## src/rtl/skt_pkg.sv

```systemverilog
// Shared types, constants and helper functions for the scalar Kalman tracker.
`default_nettype none
package skt_pkg;
  localparam int unsigned NumChannelsDef = 3;
  localparam int unsigned NoiseSlots = 3;
  localparam logic signed [31:0] OneQ16 = 32'sd65536;
  localparam logic signed [31:0] ClampQ16 = 32'sd9830400;
  localparam int unsigned DigitBits = 4;
  localparam int unsigned Digits = 32 / DigitBits;

  typedef enum logic [2:0] {
    CFG_PHI  = 3'd0,
    CFG_CTRL = 3'd1,
    CFG_OBS  = 3'd2,
    CFG_PN   = 3'd3,
    CFG_MN   = 3'd4
  } cfg_idx_t;

  typedef enum logic [0:0] {
    CMD_INIT = 1'b0,
    CMD_UPD  = 1'b1
  } cmd_t;

  // multiplier request and response between sequencer and digit-serial multiplier
  typedef struct packed {
    logic               start;
    logic signed [31:0] a;
    logic signed [31:0] b;
  } mul_req_t;

  typedef struct packed {
    logic               busy;
    logic               done;
    logic signed [31:0] q;
  } mul_rsp_t;

  typedef struct packed {
    logic               start;
    logic signed [31:0] num;
    logic signed [31:0] den;
  } div_req_t;

  typedef struct packed {
    logic               busy;
    logic               done;
    logic signed [31:0] q;
  } div_rsp_t;

  function automatic logic signed [31:0] sat_add(input logic signed [31:0] a,
                                                 input logic signed [31:0] b);
    logic signed [32:0] s;
    begin
      s = {a[31], a} + {b[31], b};
      if (s[32] != s[31]) sat_add = s[32] ? 32'sh80000000 : 32'sh7fffffff;
      else sat_add = s[31:0];
    end
  endfunction

  function automatic logic signed [31:0] sat_sub(input logic signed [31:0] a,
                                                 input logic signed [31:0] b);
    logic signed [32:0] s;
    begin
      s = {a[31], a} - {b[31], b};
      if (s[32] != s[31]) sat_sub = s[32] ? 32'sh80000000 : 32'sh7fffffff;
      else sat_sub = s[31:0];
    end
  endfunction
endpackage
`default_nettype wire

```

## src/rtl/skt_mul.sv

```systemverilog
// Digit-serial signed Q16.16 multiplier: four multiplier bits per cycle, floor and saturate.
`default_nettype none
module skt_mul
  import skt_pkg::*;
(
  input  wire logic     clk,
  input  wire logic     rst_n,
  input  wire mul_req_t req,
  output mul_rsp_t      rsp
);
  localparam int unsigned CntW = $clog2(Digits + 1);

  logic [CntW-1:0]    cnt_r, cnt_nxt;
  logic               busy_r, busy_nxt;
  logic               done_r, done_nxt;
  logic               neg_r, neg_nxt;
  logic [31:0]        mag_a_r, mag_a_nxt;
  logic [31:0]        sh_b_r, sh_b_nxt;
  logic [63:0]        acc_r, acc_nxt;
  logic signed [31:0] q_r, q_nxt;

  logic [31:0] abs_a, abs_b;
  logic [35:0] part;
  logic [63:0] acc_add;
  logic [48:0] hi;
  logic [48:0] hi_up;

  always_comb begin
    abs_a = req.a[31] ? 32'(-req.a) : req.a;
    abs_b = req.b[31] ? 32'(-req.b) : req.b;
    part = mag_a_r * sh_b_r[DigitBits-1:0];
    // accumulate the digit at the top, shift the sum right one digit each step
    acc_add = {acc_r[63:32] + part[31:0], acc_r[31:0]};
    hi = 49'(acc_r >> 16);
    hi_up = 49'((acc_r + 64'd65535) >> 16);
  end

  always_comb begin
    cnt_nxt = cnt_r;
    busy_nxt = busy_r;
    done_nxt = 1'b0;
    neg_nxt = neg_r;
    mag_a_nxt = mag_a_r;
    sh_b_nxt = sh_b_r;
    acc_nxt = acc_r;
    q_nxt = q_r;
    if (req.start) begin
      busy_nxt = 1'b1;
      cnt_nxt = '0;
      neg_nxt = req.a[31] ^ req.b[31];
      mag_a_nxt = abs_a;
      sh_b_nxt = abs_b;
      acc_nxt = '0;
    end else if (busy_r) begin
      if (cnt_r == CntW'(Digits)) begin
        busy_nxt = 1'b0;
        done_nxt = 1'b1;
        if (!neg_r) begin
          q_nxt = (hi > 49'h7fffffff) ? 32'sh7fffffff : hi[31:0];
        end else begin
          q_nxt = (hi_up > 49'h80000000) ? 32'sh80000000 : 32'(-hi_up[31:0]);
        end
      end else begin
        acc_nxt = {part[35:32] + {3'b0, acc_add[63:32] < acc_r[63:32]},
                   acc_add[63:4]} ;
        acc_nxt[63:60] = 4'(({4'b0, acc_r[63:32]} + {4'b0, part[35:0]}) >> 32);
        sh_b_nxt = sh_b_r >> DigitBits;
        cnt_nxt = cnt_r + 1'b1;
      end
    end
  end

  always_ff @(posedge clk) begin
    if (!rst_n) begin
      busy_r <= 1'b0;
      done_r <= 1'b0;
      cnt_r <= '0;
    end else begin
      busy_r <= busy_nxt;
      done_r <= done_nxt;
      cnt_r <= cnt_nxt;
    end
    neg_r <= neg_nxt;
    mag_a_r <= mag_a_nxt;
    sh_b_r <= sh_b_nxt;
    acc_r <= acc_nxt;
    q_r <= q_nxt;
  end

  assign rsp.busy = busy_r;
  assign rsp.done = done_r;
  assign rsp.q = q_r;

`ifndef ASSERT_OFF
  a_done_pulse: assert property (@(posedge clk) disable iff (!rst_n)
    done_r |=> !done_r) else $error("multiplier done held");
  a_done_after_busy: assert property (@(posedge clk) disable iff (!rst_n)
    $rose(done_r) |-> $past(busy_r)) else $error("multiplier done without work");
  a_cnt_bound: assert property (@(posedge clk) disable iff (!rst_n)
    cnt_r <= CntW'(Digits)) else $error("multiplier count overrun");
`endif
endmodule
`default_nettype wire

```

## src/rtl/skt_div.sv

```systemverilog
// Radix-2 restoring divider for the gain: (num << 16) / den, truncated and saturated.
`default_nettype none
module skt_div
  import skt_pkg::*;
(
  input  wire logic     clk,
  input  wire logic     rst_n,
  input  wire div_req_t req,
  output div_rsp_t      rsp
);
  localparam int unsigned Steps = 48;
  localparam int unsigned CntW = $clog2(Steps + 1);

  logic [CntW-1:0]    cnt_r, cnt_nxt;
  logic               busy_r, busy_nxt;
  logic               done_r, done_nxt;
  logic               neg_r, neg_nxt;
  logic               zero_r, zero_nxt;
  logic [47:0]        quo_r, quo_nxt;
  logic [32:0]        rem_r, rem_nxt;
  logic [31:0]        den_r, den_nxt;
  logic signed [31:0] q_r, q_nxt;

  logic [32:0] trial;
  logic [32:0] shifted;

  always_comb begin
    shifted = {rem_r[31:0], quo_r[47]};
    trial = shifted - {1'b0, den_r};
    cnt_nxt = cnt_r;
    busy_nxt = busy_r;
    done_nxt = 1'b0;
    neg_nxt = neg_r;
    zero_nxt = zero_r;
    quo_nxt = quo_r;
    rem_nxt = rem_r;
    den_nxt = den_r;
    q_nxt = q_r;
    if (req.start) begin
      busy_nxt = 1'b1;
      cnt_nxt = '0;
      neg_nxt = req.num[31] ^ req.den[31];
      zero_nxt = (req.den == '0);
      quo_nxt = {(req.num[31] ? 32'(-req.num) : req.num), 16'b0};
      rem_nxt = '0;
      den_nxt = req.den[31] ? 32'(-req.den) : req.den;
    end else if (busy_r) begin
      if (cnt_r == CntW'(Steps)) begin
        busy_nxt = 1'b0;
        done_nxt = 1'b1;
        if (zero_r) q_nxt = '0;
        else if (!neg_r) q_nxt = (quo_r > 48'h7fffffff) ? 32'sh7fffffff : quo_r[31:0];
        else q_nxt = (quo_r > 48'h80000000) ? 32'sh80000000 : 32'(-quo_r[31:0]);
      end else begin
        if (!trial[32]) begin
          rem_nxt = trial;
          quo_nxt = {quo_r[46:0], 1'b1};
        end else begin
          rem_nxt = shifted;
          quo_nxt = {quo_r[46:0], 1'b0};
        end
        cnt_nxt = cnt_r + 1'b1;
      end
    end
  end

  always_ff @(posedge clk) begin
    if (!rst_n) begin
      busy_r <= 1'b0;
      done_r <= 1'b0;
      cnt_r <= '0;
    end else begin
      busy_r <= busy_nxt;
      done_r <= done_nxt;
      cnt_r <= cnt_nxt;
    end
    neg_r <= neg_nxt;
    zero_r <= zero_nxt;
    quo_r <= quo_nxt;
    rem_r <= rem_nxt;
    den_r <= den_nxt;
    q_r <= q_nxt;
  end

  assign rsp.busy = busy_r;
  assign rsp.done = done_r;
  assign rsp.q = q_r;

`ifndef ASSERT_OFF
  a_done_pulse: assert property (@(posedge clk) disable iff (!rst_n)
    done_r |=> !done_r) else $error("divider done held");
  a_rem_bound: assert property (@(posedge clk) disable iff (!rst_n)
    (busy_r && !zero_r && cnt_r != '0) |-> (rem_r < {1'b0, den_r}))
    else $error("divider remainder out of range");
  a_cnt_bound: assert property (@(posedge clk) disable iff (!rst_n)
    cnt_r <= CntW'(Steps)) else $error("divider count overrun");
`endif
endmodule
`default_nettype wire

```

## src/rtl/scalar_kalman_tracker_core.sv

```systemverilog
// Top level: configuration, per-channel state, update sequencer and output register.
// Work: an update runs nine multiplies and one division, an init three multiplies and one
// division, and a word for an out-of-range channel one multiply; each ends by raising out_valid.
// Flow: one word at a time; in_ready returns the cycle after the result is taken.
// Reset (synchronous, rst_n low): registers to their defaults, all channel state to zero.
`default_nettype none
module scalar_kalman_tracker_core
  import skt_pkg::*;
#(
  parameter int unsigned NUM_CHANNELS = NumChannelsDef
) (
  input  wire logic               clk,
  input  wire logic               rst_n,
  input  wire logic               cfg_we,
  input  wire logic [2:0]         cfg_index,
  input  wire logic [47:0]        cfg_data,
  input  wire logic               in_valid,
  output logic                    in_ready,
  input  wire logic               in_cmd,
  input  wire logic [1:0]         in_channel,
  input  wire logic signed [31:0] in_measured_distance,
  output logic                    out_valid,
  input  wire logic               out_ready,
  output logic [1:0]              out_channel,
  output logic signed [31:0]      out_estimate,
  output logic signed [31:0]      out_clamped_distance
);
  typedef enum logic [8:0] {
    S_IDLE = 9'b000000001,
    S_M1   = 9'b000000010,
    S_M2   = 9'b000000100,
    S_M3   = 9'b000001000,
    S_M4   = 9'b000010000,
    S_M5   = 9'b000100000,
    S_DIV  = 9'b001000000,
    S_M6   = 9'b010000000,
    S_M7   = 9'b100000000
  } state_t;

  state_t state_r, state_nxt;
  logic               wait_r, wait_nxt;
  logic               den_pend_r, den_pend_nxt;
  logic signed [31:0] phi_r, ctrl_r, obs_r;
  logic [47:0]        pn_r, mn_r;
  logic signed [31:0] est_r [NUM_CHANNELS];
  logic signed [31:0] cov_r [NUM_CHANNELS];
  logic               cmd_r;
  logic [1:0]         ch_r;
  logic signed [31:0] z_r, xp_r, pp_r, zh_r, num_r, t_r, k_r;
  logic signed [31:0] xp_nxt, pp_nxt, zh_nxt, num_nxt, t_nxt, k_nxt;
  logic               ov_r, ov_nxt;
  logic [1:0]         ocr_r;
  logic signed [31:0] oest_r, oz_r, oest_nxt;
  logic               wr_state;
  logic signed [31:0] xn, pn;

  mul_req_t mreq;
  mul_rsp_t mrsp;
  div_req_t dreq;
  div_rsp_t drsp;

  logic               ch_ok;
  logic signed [31:0] q_val, r_val, x_old, p_old, z_clamp;

  skt_mul u_mul (.clk(clk), .rst_n(rst_n), .req(mreq), .rsp(mrsp));
  skt_div u_div (.clk(clk), .rst_n(rst_n), .req(dreq), .rsp(drsp));

  always_comb begin
    ch_ok = 32'(ch_r) < NUM_CHANNELS;
    q_val = '0;
    r_val = '0;
    if (ch_r < 2'(NoiseSlots)) begin
      q_val = {8'b0, pn_r[16*ch_r +: 16], 8'b0};
      r_val = {8'b0, mn_r[16*ch_r +: 16], 8'b0};
    end
    x_old = '0;
    p_old = '0;
    for (int i = 0; i < NUM_CHANNELS; i++) begin
      if (32'(ch_r) == i) begin
        x_old = est_r[i];
        p_old = cov_r[i];
      end
    end
    z_clamp = (in_measured_distance > ClampQ16) ? ClampQ16 : in_measured_distance;
  end

  assign in_ready = (state_r == S_IDLE) && !ov_r;

  // sequencer: each working state issues one multiply (or the division) per visit and waits for it
  always_comb begin
    state_nxt = state_r;
    wait_nxt = wait_r;
    den_pend_nxt = den_pend_r;
    xp_nxt = xp_r;
    pp_nxt = pp_r;
    zh_nxt = zh_r;
    num_nxt = num_r;
    t_nxt = t_r;
    k_nxt = k_r;
    ov_nxt = ov_r;
    oest_nxt = oest_r;
    wr_state = 1'b0;
    xn = sat_add(xp_r, mrsp.q);
    pn = mrsp.q;
    mreq = '{start: 1'b0, a: '0, b: '0};
    dreq = '{start: 1'b0, num: num_r, den: sat_add(t_r, r_val)};
    if (ov_r && out_ready) ov_nxt = 1'b0;
    unique case (state_r)
      S_IDLE: begin
        if (in_valid && in_ready) begin
          state_nxt = S_M1;
          wait_nxt = 1'b0;
        end
      end
      S_M1: begin
        // prior estimate
        if (!wait_r) begin
          mreq = '{start: 1'b1, a: phi_r, b: (cmd_r == CMD_INIT) ? z_r : x_old};
          wait_nxt = 1'b1;
        end else if (mrsp.done) begin
          xp_nxt = sat_add(mrsp.q, ctrl_r);
          wait_nxt = 1'b0;
          den_pend_nxt = 1'b0;
          if (!ch_ok) begin
            oest_nxt = '0;
            ov_nxt = 1'b1;
            state_nxt = S_IDLE;
          end else if (cmd_r == CMD_INIT) begin
            pp_nxt = OneQ16;
            num_nxt = OneQ16;
            t_nxt = OneQ16;
            state_nxt = S_DIV;
          end else begin
            state_nxt = S_M2;
          end
        end
      end
      S_M2: begin
        if (!wait_r) begin
          mreq = '{start: 1'b1, a: obs_r, b: xp_r};
          wait_nxt = 1'b1;
        end else if (mrsp.done) begin
          zh_nxt = mrsp.q;
          wait_nxt = 1'b0;
          state_nxt = S_M3;
        end
      end
      S_M3: begin
        if (!wait_r) begin
          mreq = '{start: 1'b1, a: phi_r, b: p_old};
          wait_nxt = 1'b1;
        end else if (mrsp.done) begin
          t_nxt = mrsp.q;
          wait_nxt = 1'b0;
          state_nxt = S_M4;
        end
      end
      S_M4: begin
        // predicted covariance
        if (!wait_r) begin
          mreq = '{start: 1'b1, a: t_r, b: phi_r};
          wait_nxt = 1'b1;
        end else if (mrsp.done) begin
          pp_nxt = sat_add(mrsp.q, q_val);
          wait_nxt = 1'b0;
          state_nxt = S_M5;
        end
      end
      S_M5: begin
        // num = pp*H; the same product starts (H*pp)*H in the next state
        if (!wait_r) begin
          mreq = '{start: 1'b1, a: pp_r, b: obs_r};
          wait_nxt = 1'b1;
        end else if (mrsp.done) begin
          // pp*H == H*pp, so the same product serves both
          num_nxt = mrsp.q;
          t_nxt = mrsp.q;
          wait_nxt = 1'b0;
          den_pend_nxt = 1'b1;
          state_nxt = S_M6;
        end
      end
      S_DIV: begin
        if (!wait_r) begin
          dreq.start = 1'b1;
          wait_nxt = 1'b1;
        end else if (drsp.done) begin
          k_nxt = drsp.q;
          wait_nxt = 1'b0;
          state_nxt = S_M6;
        end
      end
      S_M6: begin
        // den_pend marks the pending (H*pp)*H product before the division
        if (!wait_r) begin
          if (den_pend_r)
            mreq = '{start: 1'b1, a: t_r, b: obs_r};
          else
            mreq = '{start: 1'b1, a: k_r,
                     b: sat_sub(z_r, (cmd_r == CMD_INIT) ? xp_r : zh_r)};
          wait_nxt = 1'b1;
        end else if (mrsp.done) begin
          wait_nxt = 1'b0;
          if (den_pend_r) begin
            t_nxt = mrsp.q;
            den_pend_nxt = 1'b0;
            state_nxt = S_DIV;
          end else begin
            xp_nxt = xn;
            t_nxt = (cmd_r == CMD_INIT) ? sat_sub(OneQ16, k_r) : '0;
            state_nxt = S_M7;
            zh_nxt = '0;
          end
        end
      end
      S_M7: begin
        // covariance: (1 - K*H)*pp, (1 - K)*pp on init; update needs K*H first (zh flags it done)
        if (!wait_r) begin
          if (cmd_r == CMD_UPD && zh_r == '0 && t_r == '0)
            mreq = '{start: 1'b1, a: k_r, b: obs_r};
          else
            mreq = '{start: 1'b1, a: t_r, b: pp_r};
          wait_nxt = 1'b1;
        end else if (mrsp.done) begin
          wait_nxt = 1'b0;
          if (cmd_r == CMD_UPD && zh_r == '0 && t_r == '0) begin
            t_nxt = sat_sub(OneQ16, mrsp.q);
            zh_nxt = 32'sd1;
          end else begin
            wr_state = 1'b1;
            oest_nxt = xp_r;
            ov_nxt = 1'b1;
            state_nxt = S_IDLE;
          end
        end
      end
      default: state_nxt = S_IDLE;
    endcase
  end

  always_ff @(posedge clk) begin
    if (!rst_n) begin
      state_r <= S_IDLE;
      wait_r <= 1'b0;
      den_pend_r <= 1'b0;
      ov_r <= 1'b0;
      phi_r <= OneQ16;
      ctrl_r <= '0;
      obs_r <= OneQ16;
      pn_r <= '0;
      mn_r <= '0;
      for (int i = 0; i < NUM_CHANNELS; i++) begin
        est_r[i] <= '0;
        cov_r[i] <= '0;
      end
    end else begin
      state_r <= state_nxt;
      wait_r <= wait_nxt;
      den_pend_r <= den_pend_nxt;
      ov_r <= ov_nxt;
      if (cfg_we) begin
        case (cfg_index)
          CFG_PHI:  phi_r <= cfg_data[31:0];
          CFG_CTRL: ctrl_r <= cfg_data[31:0];
          CFG_OBS:  obs_r <= cfg_data[31:0];
          CFG_PN:   pn_r <= cfg_data;
          CFG_MN:   mn_r <= cfg_data;
          default: ;
        endcase
      end
      if (wr_state) begin
        for (int i = 0; i < NUM_CHANNELS; i++) begin
          if (32'(ch_r) == i) begin
            est_r[i] <= xp_r;
            cov_r[i] <= pn;
          end
        end
      end
    end
    if (in_valid && in_ready) begin
      cmd_r <= in_cmd;
      ch_r <= in_channel;
      z_r <= z_clamp;
      ocr_r <= in_channel;
      oz_r <= z_clamp;
    end
    xp_r <= xp_nxt;
    pp_r <= pp_nxt;
    zh_r <= zh_nxt;
    num_r <= num_nxt;
    t_r <= t_nxt;
    k_r <= k_nxt;
    oest_r <= oest_nxt;
  end

  assign out_valid = ov_r;
  assign out_channel = ocr_r;
  assign out_estimate = oest_r;
  assign out_clamped_distance = oz_r;

`ifndef ASSERT_OFF
  a_no_accept_busy: assert property (@(posedge clk) disable iff (!rst_n)
    (state_r != S_IDLE) |-> !in_ready) else $error("accept while busy");
  a_result_after_work: assert property (@(posedge clk) disable iff (!rst_n)
    $rose(ov_r) |-> $past(state_r != S_IDLE)) else $error("result without work");
  a_clamp: assert property (@(posedge clk) disable iff (!rst_n)
    ov_r |-> (oz_r <= ClampQ16)) else $error("clamp exceeded");
`endif
endmodule
`default_nettype wire

```

## config.mk

```make
export PLATFORM = sky130hd
export DESIGN_NAME = scalar_kalman_tracker_core
export DESIGN_NICKNAME = d
export VERILOG_FILES = /design/src/rtl/skt_pkg.sv /design/src/rtl/skt_mul.sv /design/src/rtl/skt_div.sv /design/src/rtl/scalar_kalman_tracker_core.sv
export SDC_FILE = /design/constraint.sdc
export NUM_CORES = 2
export LEC_CHECK = 0
export ABC_AREA = 1
export BUFFER_PORTS_ARGS = -buffer_cell sky130_fd_sc_hd__buf_4
export CAP_MARGIN = 10
export CORE_ASPECT_RATIO = 0.9
export CORE_UTILIZATION = 44
export CTS_BUF_LIST = sky130_fd_sc_hd__clkbuf_16
export CTS_CLUSTER_DIAMETER = 80
export CTS_CLUSTER_SIZE = 12
export DETAILED_ROUTE_END_ITERATION = 10
export SLEW_MARGIN = 20
export SYNTH_ARGS = -nofsm -noshare
export SYNTH_HDL_FRONTEND = slang
export SYNTH_SLANG_ARGS = --single-unit
```

## constraint.sdc

```tcl
create_clock -name clk -period 7.3 [get_ports clk]
set_input_delay 0.365 -clock clk [delete_from_list [all_inputs] [get_ports clk]]
set_output_delay 0.365 -clock clk [all_outputs]
set_load 0.01 [all_outputs]
```

### Yosys cells after proc, flatten, opt, wreduce, memory -nomap -nowiden

Memory sizes are Yosys's and may differ from the RTL's.
Index checks and enable logic that the tools add are counted.

| operators by class | value |
|---|---|
| $add $sub $neg | 19 |
| multipliers | 1 |
| magnitude comparators | 7 |
| equality and inequality tests | 53 |
| shift operators | 2 |
| mux-type cells | 164 |
| bitwise logic cells | 15 |
| reductions and logical operators | 49 |

Operator list:

| cell | count |
|---|---|
| 32-bit two-way mux | 72 |
| 65-bit two-way mux | 7 |
| 65-bit one-hot mux with 7 select lines | 1 |
| 32-bit one-hot mux with 2 select lines | 4 |
| 32-bit negation | 6 |
| 9-bit two-way mux | 19 |
| 48-bit two-way mux | 3 |
| 64-bit two-way mux | 2 |
| 32-bit one-hot mux with 4 select lines | 1 |
| 48-bit by 31-bit greater-than comparator with 1-bit output (second input constant) | 2 |
| 48-bit by 32-bit greater-than comparator with 1-bit output (second input constant) | 2 |
| 32-bit logical NOT | 3 |
| 32-bit one-hot mux with 3 select lines | 1 |
| 48-bit by 7-bit variable part select with 16-bit output | 2 |
| 9-bit one-hot mux with 9 select lines | 1 |
| 32-bit by 25-bit adder with 33-bit output | 2 |
| 32-bit by 32-bit adder with 33-bit output | 2 |
| 18-bit by 32-bit subtractor with 33-bit output (first input constant) | 2 |
| 64-bit by 16-bit adder with 64-bit output (second input constant) | 1 |
| 31-bit two-way mux | 2 |
| 24-bit two-way mux | 2 |
| 1-bit two-way mux | 44 |
| 32-bit by 36-bit adder with 36-bit output | 1 |
| 32-bit by 4-bit multiplier with 36-bit output | 1 |
| other kinds (50) | 127 |

| storage, ports and cells | value |
|---|---|
| bits in registers | 784 |
| memory bits (writable) | 192 |
| input port bits | 91 |
| output and inout bits | 68 |
| logic and storage cells | 351 |
| memories kept | 2 |

Memory list:

| memory | depth | width | read ports | clocked after Yosys merged registers in | wr ports | line | text |
|---|---|---|---|---|---|---|---|
| cov_r | 3 | 32 | 3 | 0 | 3 | scalar_kalman_tracker_core.sv:46 | `logic signed [31:0] cov_r [NUM_CHANNELS];` |
| est_r | 3 | 32 | 3 | 0 | 3 | scalar_kalman_tracker_core.sv:45 | `logic signed [31:0] est_r [NUM_CHANNELS];` |

### Longest topological paths before layout

| logic depth | value |
|---|---|
| depth after elaboration | 11 |
| mapped depth | 40 |
| gate-level depth less buffers | 34 |

### Cells and area by module

Synthesis repeated with hierarchy kept, for this count alone.

| unflattened totals | value |
|---|---|
| cell total of the unflattened synthesis | 9984 |
| area total of the unflattened synthesis | 69955.8 µm² |

Modules (own cells, without submodules):

| module | times used | cells each | area each (µm²) | sequential area each (µm²) |
|---|---|---|---|---|
| scalar_kalman_tracker_core | 1 | 5646 | 41459.8 | 17626.9 |
| skt_mul | 1 | 2617 | 17160.2 | 4314.1 |
| skt_div | 1 | 1721 | 11335.9 | 4063.9 |

### Worst setup path after synthesis

No wires, ideal clock.

| path | value |
|---|---|
| kind | register to register |
| start | register wait_r |
| end | register oest_r[0] (netlist: out_estimate[0]) (enable) |
| library setup time | 0.594 ns |
| arrival | 6.668 ns |
| data required time | 6.706 ns |
| slack | 0.038 ns |
| stages on the path, launching flop included | 9 |
| buffers on the path | 4 |
| period minus slack after synthesis | 7.262 ns |
| cell sequence | dfxtp_1 -> buf_4 -> buf_2 -> buf_2 -> clkbuf_1 -> nand2_1 -> nand2_1 -> nand2_1 -> a2111oi_0 |

| on the way | value |
|---|---|
| longest elaborated chain between the ends | 2 |
| elaborated cells between the ends (all ways) | 3 |
| those cells by class | 2 x eq/ne; 1 x reduce/logical |

RTL lines:

| item | line | text |
|---|---|---|
| start: declaration | scalar_kalman_tracker_core.sv:41 | `logic wait_r, wait_nxt;` |
| start signal: assignment | scalar_kalman_tracker_core.sv:258 | `wait_r <= wait_nxt;` |
| 2-bit inequality test (no source line) | -- |  |
| 7-bit AND reduction (no source line) (*) | -- |  |
| end signal: assignment | scalar_kalman_tracker_core.sv:293 | `oest_r <= oest_nxt;` |
| end: declaration | scalar_kalman_tracker_core.sv:53 | `logic signed [31:0] oest_r, oz_r, oest_nxt;` |

Every way passes the cells marked *; elsewhere a longest branch is shown, timed or not.
A chain may end at the register's enable or synchronous reset.

### Final worst setup path

| path | value |
|---|---|
| start | register cmd_r |
| end | register u_mul.sh_b_r[16], data pin |

| on the way | value |
|---|---|
| longest elaborated chain between the ends | 10 |
| elaborated cells between the ends (all ways) | 17 |
| those cells by class | 2 x add/sub; 1 x eq/ne; 12 x mux; 2 x reduce/logical |

RTL lines:

| item | line | text |
|---|---|---|
| start: declaration | scalar_kalman_tracker_core.sv:47 | `logic cmd_r;` |
| start signal: assignment | scalar_kalman_tracker_core.sv:281 | `cmd_r <= in_cmd;` |
| 32-bit two-way mux | scalar_kalman_tracker_core.sv:200 | `b: sat_sub(z_r, (cmd_r == CMD_INIT) ? xp_r : zh_r)};` |
| 32-bit by 32-bit subtractor with 33-bit output | skt_pkg.sv:63 | `s = {a[31], a} - {b[31], b};` |
| 32-bit two-way mux / 1-bit inequality test (equally long branches) | skt_pkg.sv:64 | `if (s[32] != s[31]) sat_sub = s[32] ? 32'sh80000000 : 32'sh7fffffff;` |
| 32-bit two-way mux | skt_pkg.sv:64 |  |
| 64-bit two-way mux | scalar_kalman_tracker_core.sv:196 | `if (den_pend_r)` |
| 65-bit two-way mux | scalar_kalman_tracker_core.sv:195 | `if (!wait_r) begin` |
| 65-bit one-hot mux with 7 select lines (*) | scalar_kalman_tracker_core.sv:108 | `unique case (state_r)` |
| 32-bit negation | skt_mul.sv:30 | `abs_b = req.b[31] ? 32'(-req.b) : req.b;` |
| 32-bit two-way mux (*) | skt_mul.sv:30 |  |
| 32-bit two-way mux (*) | skt_mul.sv:47 | `if (req.start) begin` |
| named net u_mul.sh_b_nxt[16] | skt_mul.sv:18 | `logic [31:0] sh_b_r, sh_b_nxt;` |
| end signal: assignment | skt_mul.sv:85 | `sh_b_r <= sh_b_nxt;` |
| end: declaration | skt_mul.sv:18 |  |

Mark *: on every way through the listed nets, which the timed path passes. The rest lies on a longest branch.

==> summary.md <==
| Metric | Value |
|---|---|
| Warnings from Yosys | 0 |
| Adder-cell share of the synthesized area | roughly 6.5% |
| IO buf count | approximately 160 |
| Root Driver | clkbuf_16 |
| Multi-input combinational cell area | 0.0358 mm2 |
| EDFF count, synth | between 600 and 700 |
| Register area share after synthesis | a little under two fifths |
| Slew HR | 17.3% |
| Hold Path Class | input pin to register |
| Fin area | between 0.07 and 0.08 mm2 |
| Clk_lat worst skew | between 0.7 and 0.8 ns |
| Final Hold Viols | 0 |
| Iteration-0 DRC Markers | slightly below 10k |
| Site Rows | roughly 140 |
| Critical Path RT | slightly below 8 ns |
| Nets | 9771 |
| Tot GR Track Use | around 40% |
| Total gr overflow | 0 |
| Largest stage delay on the critical path | around 0.7 ns |
| Yosys top cell by area | edfxtp_1 |
| Maximum clock rate | 0.161 GHz |
| Peak supply drop | about 0.74 mV |
| TritonCTS Buffers | 100 |
| CTS clk-pin slew, worst paths | 0.06 ns |
| Cell mode on critical path | nand2_1 |
| Multiplexer area fraction after synthesis | less than 1% |
| Clk sinks | around 1000 |
| Largest family of logic cells by synthesized area | simple AND/OR/NAND/NOR gates |
| First-pass GRT wire length | approximately 450000 um |
| H-Tree Level Count | 3 |
| Post-Synthesis Cells | 9242 |
| Top-count cell post-synth | nand2_1 |
| Final TNS setup | 0 ns |
| Fillers | 15.5k |
| Worst slew pin tran | 1.23 ns |
| CP delay by family, top | simple AND/OR/NAND/NOR gates |
| Final ANT Viol Nets | 0 |
| Setup CP Type | register to register |
| RePlAce Congestion | 1.07 |
| Placed standard-cell area | 0.0713 mm2 |
| Drt total wl | between 300000 and 400000 um |
| Die X | between 400 and 500 um |
| Top_reg_cell synth | edfxtp_1 |
| Initial antenna violation count | 32 |
| Final worst path period need | approximately 6.2 ns |
| XOR/XNOR Fraction of Synth Area | 4.29% |
| Max Cap Viol | 0 |
| Yosys top cell area share | approximately 28% |
| Final Slew Violations | 0 |
| Placed Cells | about 11k |
| Synth area leaders | edfxtp_1 28%, nand2_1 12%, dfxtp_1 9.7% |
| Power Density | between 400 and 500 mW/mm2 |
| Final setup viols | 0 |
| Synth cell count leaders | 2095 x nand2_1, 1242 x inv_1, 1043 x nor2_1 |
| Simple-Gate Fraction of Synth Area | between 20% and 30% |
| DR vias | 68.3k |
| Wire length per cell | between 20 and 30 um |
| Count of different cell masters after synthesis | 87 |
| Detailed-route vias per instance | about 6 |
| Mean Syn Cell Area | about 7.4 um2 |
| Synth Cell Area | 0.0681 mm2 |
| Fraction of registers with async set or reset after synthesis | 0% |
| Tightest hold margin | just over 0.08 ns |
| Complex-gate fraction of the synthesized area | about 15% |
| Share of layout cells above drive strength 1 | 6.76% |
| Postcts setup bufs | 0 |
| IO Pins | around 160 |
| Detailed placement HPWL | ~240000 um |
| Resized cells post-CTS | 0 |
| Largest net degree at the start of global routing | 112 |
| Chip Height | between 300 and 400 um |
| Leakage power | around 34 nW |
| CTS tree | yes |
| Sequential cell area | roughly 0.026 mm2 |
| CP Buf/Inv Count | 2 |
| Clock Tree Buf Depth | 3 |
| Initial Util | 44.4% |
| Crit-path slowest cell | edfxtp_1 |
| Status | completed |
| Crit. End Element | register |
| Critical Path Source Type | register |
| Die Area | about 0.16 mm2 |
| Final core occ | 49.2% |
| Area grow syn2layout | 10.6% |
| Register bit total from synthesis | 976 |
| # DRC | 0 |
| Non-Filler Instances | approximately 11k |
| RSZ-0062 raised after global routing | no |
| Critical path arrival | roughly 6.7 ns |
| Fin Clk Skew | 0.0599 ns |
| CP max FO | 33 |
| Vias in the first global route | roughly 62k |
| Final period util | 85.3% |
| Pre-Repair DR Iteration Count | 7 |
| Core area | 0.153 mm2 |
| Syn nets | between 9k and 10k |
[routing by layer]
metal	global-route usage [%]	vias to the layer above	wire length, um
met5	0	-	167
met4	16.7	24	14800
met3	12.2	596	41200
met2	54.7	3888	126000
met1	57.2	32800	137000
li1	-	31000	-
[placed cells by master (no fill, tap or decap), types with 27 or more instances in the layout]
cell type and count:
nand4_1 139, fa_1 67, clkbuf_16 100, o22ai_1 144, dlygate4sd3_1 85, nand3_1 435
buf_4 277, nand3b_1 45, dfxtp_1 328, o221ai_1 52, xnor2_1 96, nor2_1 1038
inv_2 41, o21ai_0 625, a31oi_1 44, o211ai_1 78, ha_1 249, edfxtp_1 646
o21ai_1 32, xor2_1 234, nor2_2 40, nor3_1 152, inv_1 1288, nor4_1 50
a21oi_1 650, nand2_2 27, nand2_1 2091
[power breakdown]
part	internal, mW	leakage [nW]	switching (mW)
logic	6.32	23.6	13.2
registers	6.84	8.77	0.775
clock network	2.65	1.68	2.48
total	15.8	34.1	16.4
[worst min-delay path, stage by stage]
cell and delay, ns:
buf_4 0.15, o22ai_1 0.09, o21a_1 0.17
[area by class of cell]
type,instances,share of cell area [%]
flip-flops and latches,976,34.5
clock buffers,100,3.32
well taps,2001,3.32
clock inverters,77,0.799
multi-input cells,6627,47.5
repair buffers,367,3.99
inverters,1292,6.45
diodes,15,0.0498
[logic make-up after synthesis]
family          count (synthesis)
xor+xnor                      331
mux                             1
compound gates               1842
fa+ha+maj                     316
flops                         976
buf+inv                      1639
simple gates                 4137
[through the flow]
| step | worst slack [ns] | power, mW |
|---|---|---|
| 2_1_floorplan | 0.0383 | 20.9 |
| 3_3_place_gp | 1.17 | 26.7 |
| 3_5_place_dp | 1.15 | 26.7 |
| 4_1_cts | 1.15 | 31.9 |
| 5_1_grt | 0.412 | 34.6 |
| 6_report | 1.07 | 32.2 |
[what timing repair did]
action | 4_1_cts | 5_1_grt
hold endpoints to repair | 161 | 0
hold buffers | 85 | 0
endpoints found under the setup margin | 0 | 0
[sequential cells by signal, summed over array words and instances, names as in the netlist, 48 cells and up]
register     cells
pn_r            48
cov_r           96
est_r           96
u_mul.acc_r     64
u_div.quo_r     48
mn_r            48
[final timing paths]
kind                      start               end  slack [ns]  depth (start not counted)
hold reg to reg   u_div.q_r[18]           k_r[18]        0.41                          0
hold / removal        out_ready         out_valid        0.08                          3
setup reg to reg          cmd_r  u_mul.sh_b_r[16]        1.07                         29
setup / recovery          cmd_r  u_mul.sh_b_r[16]        1.07                         29
No activity file was read; power rests on OpenSTA's default activity.
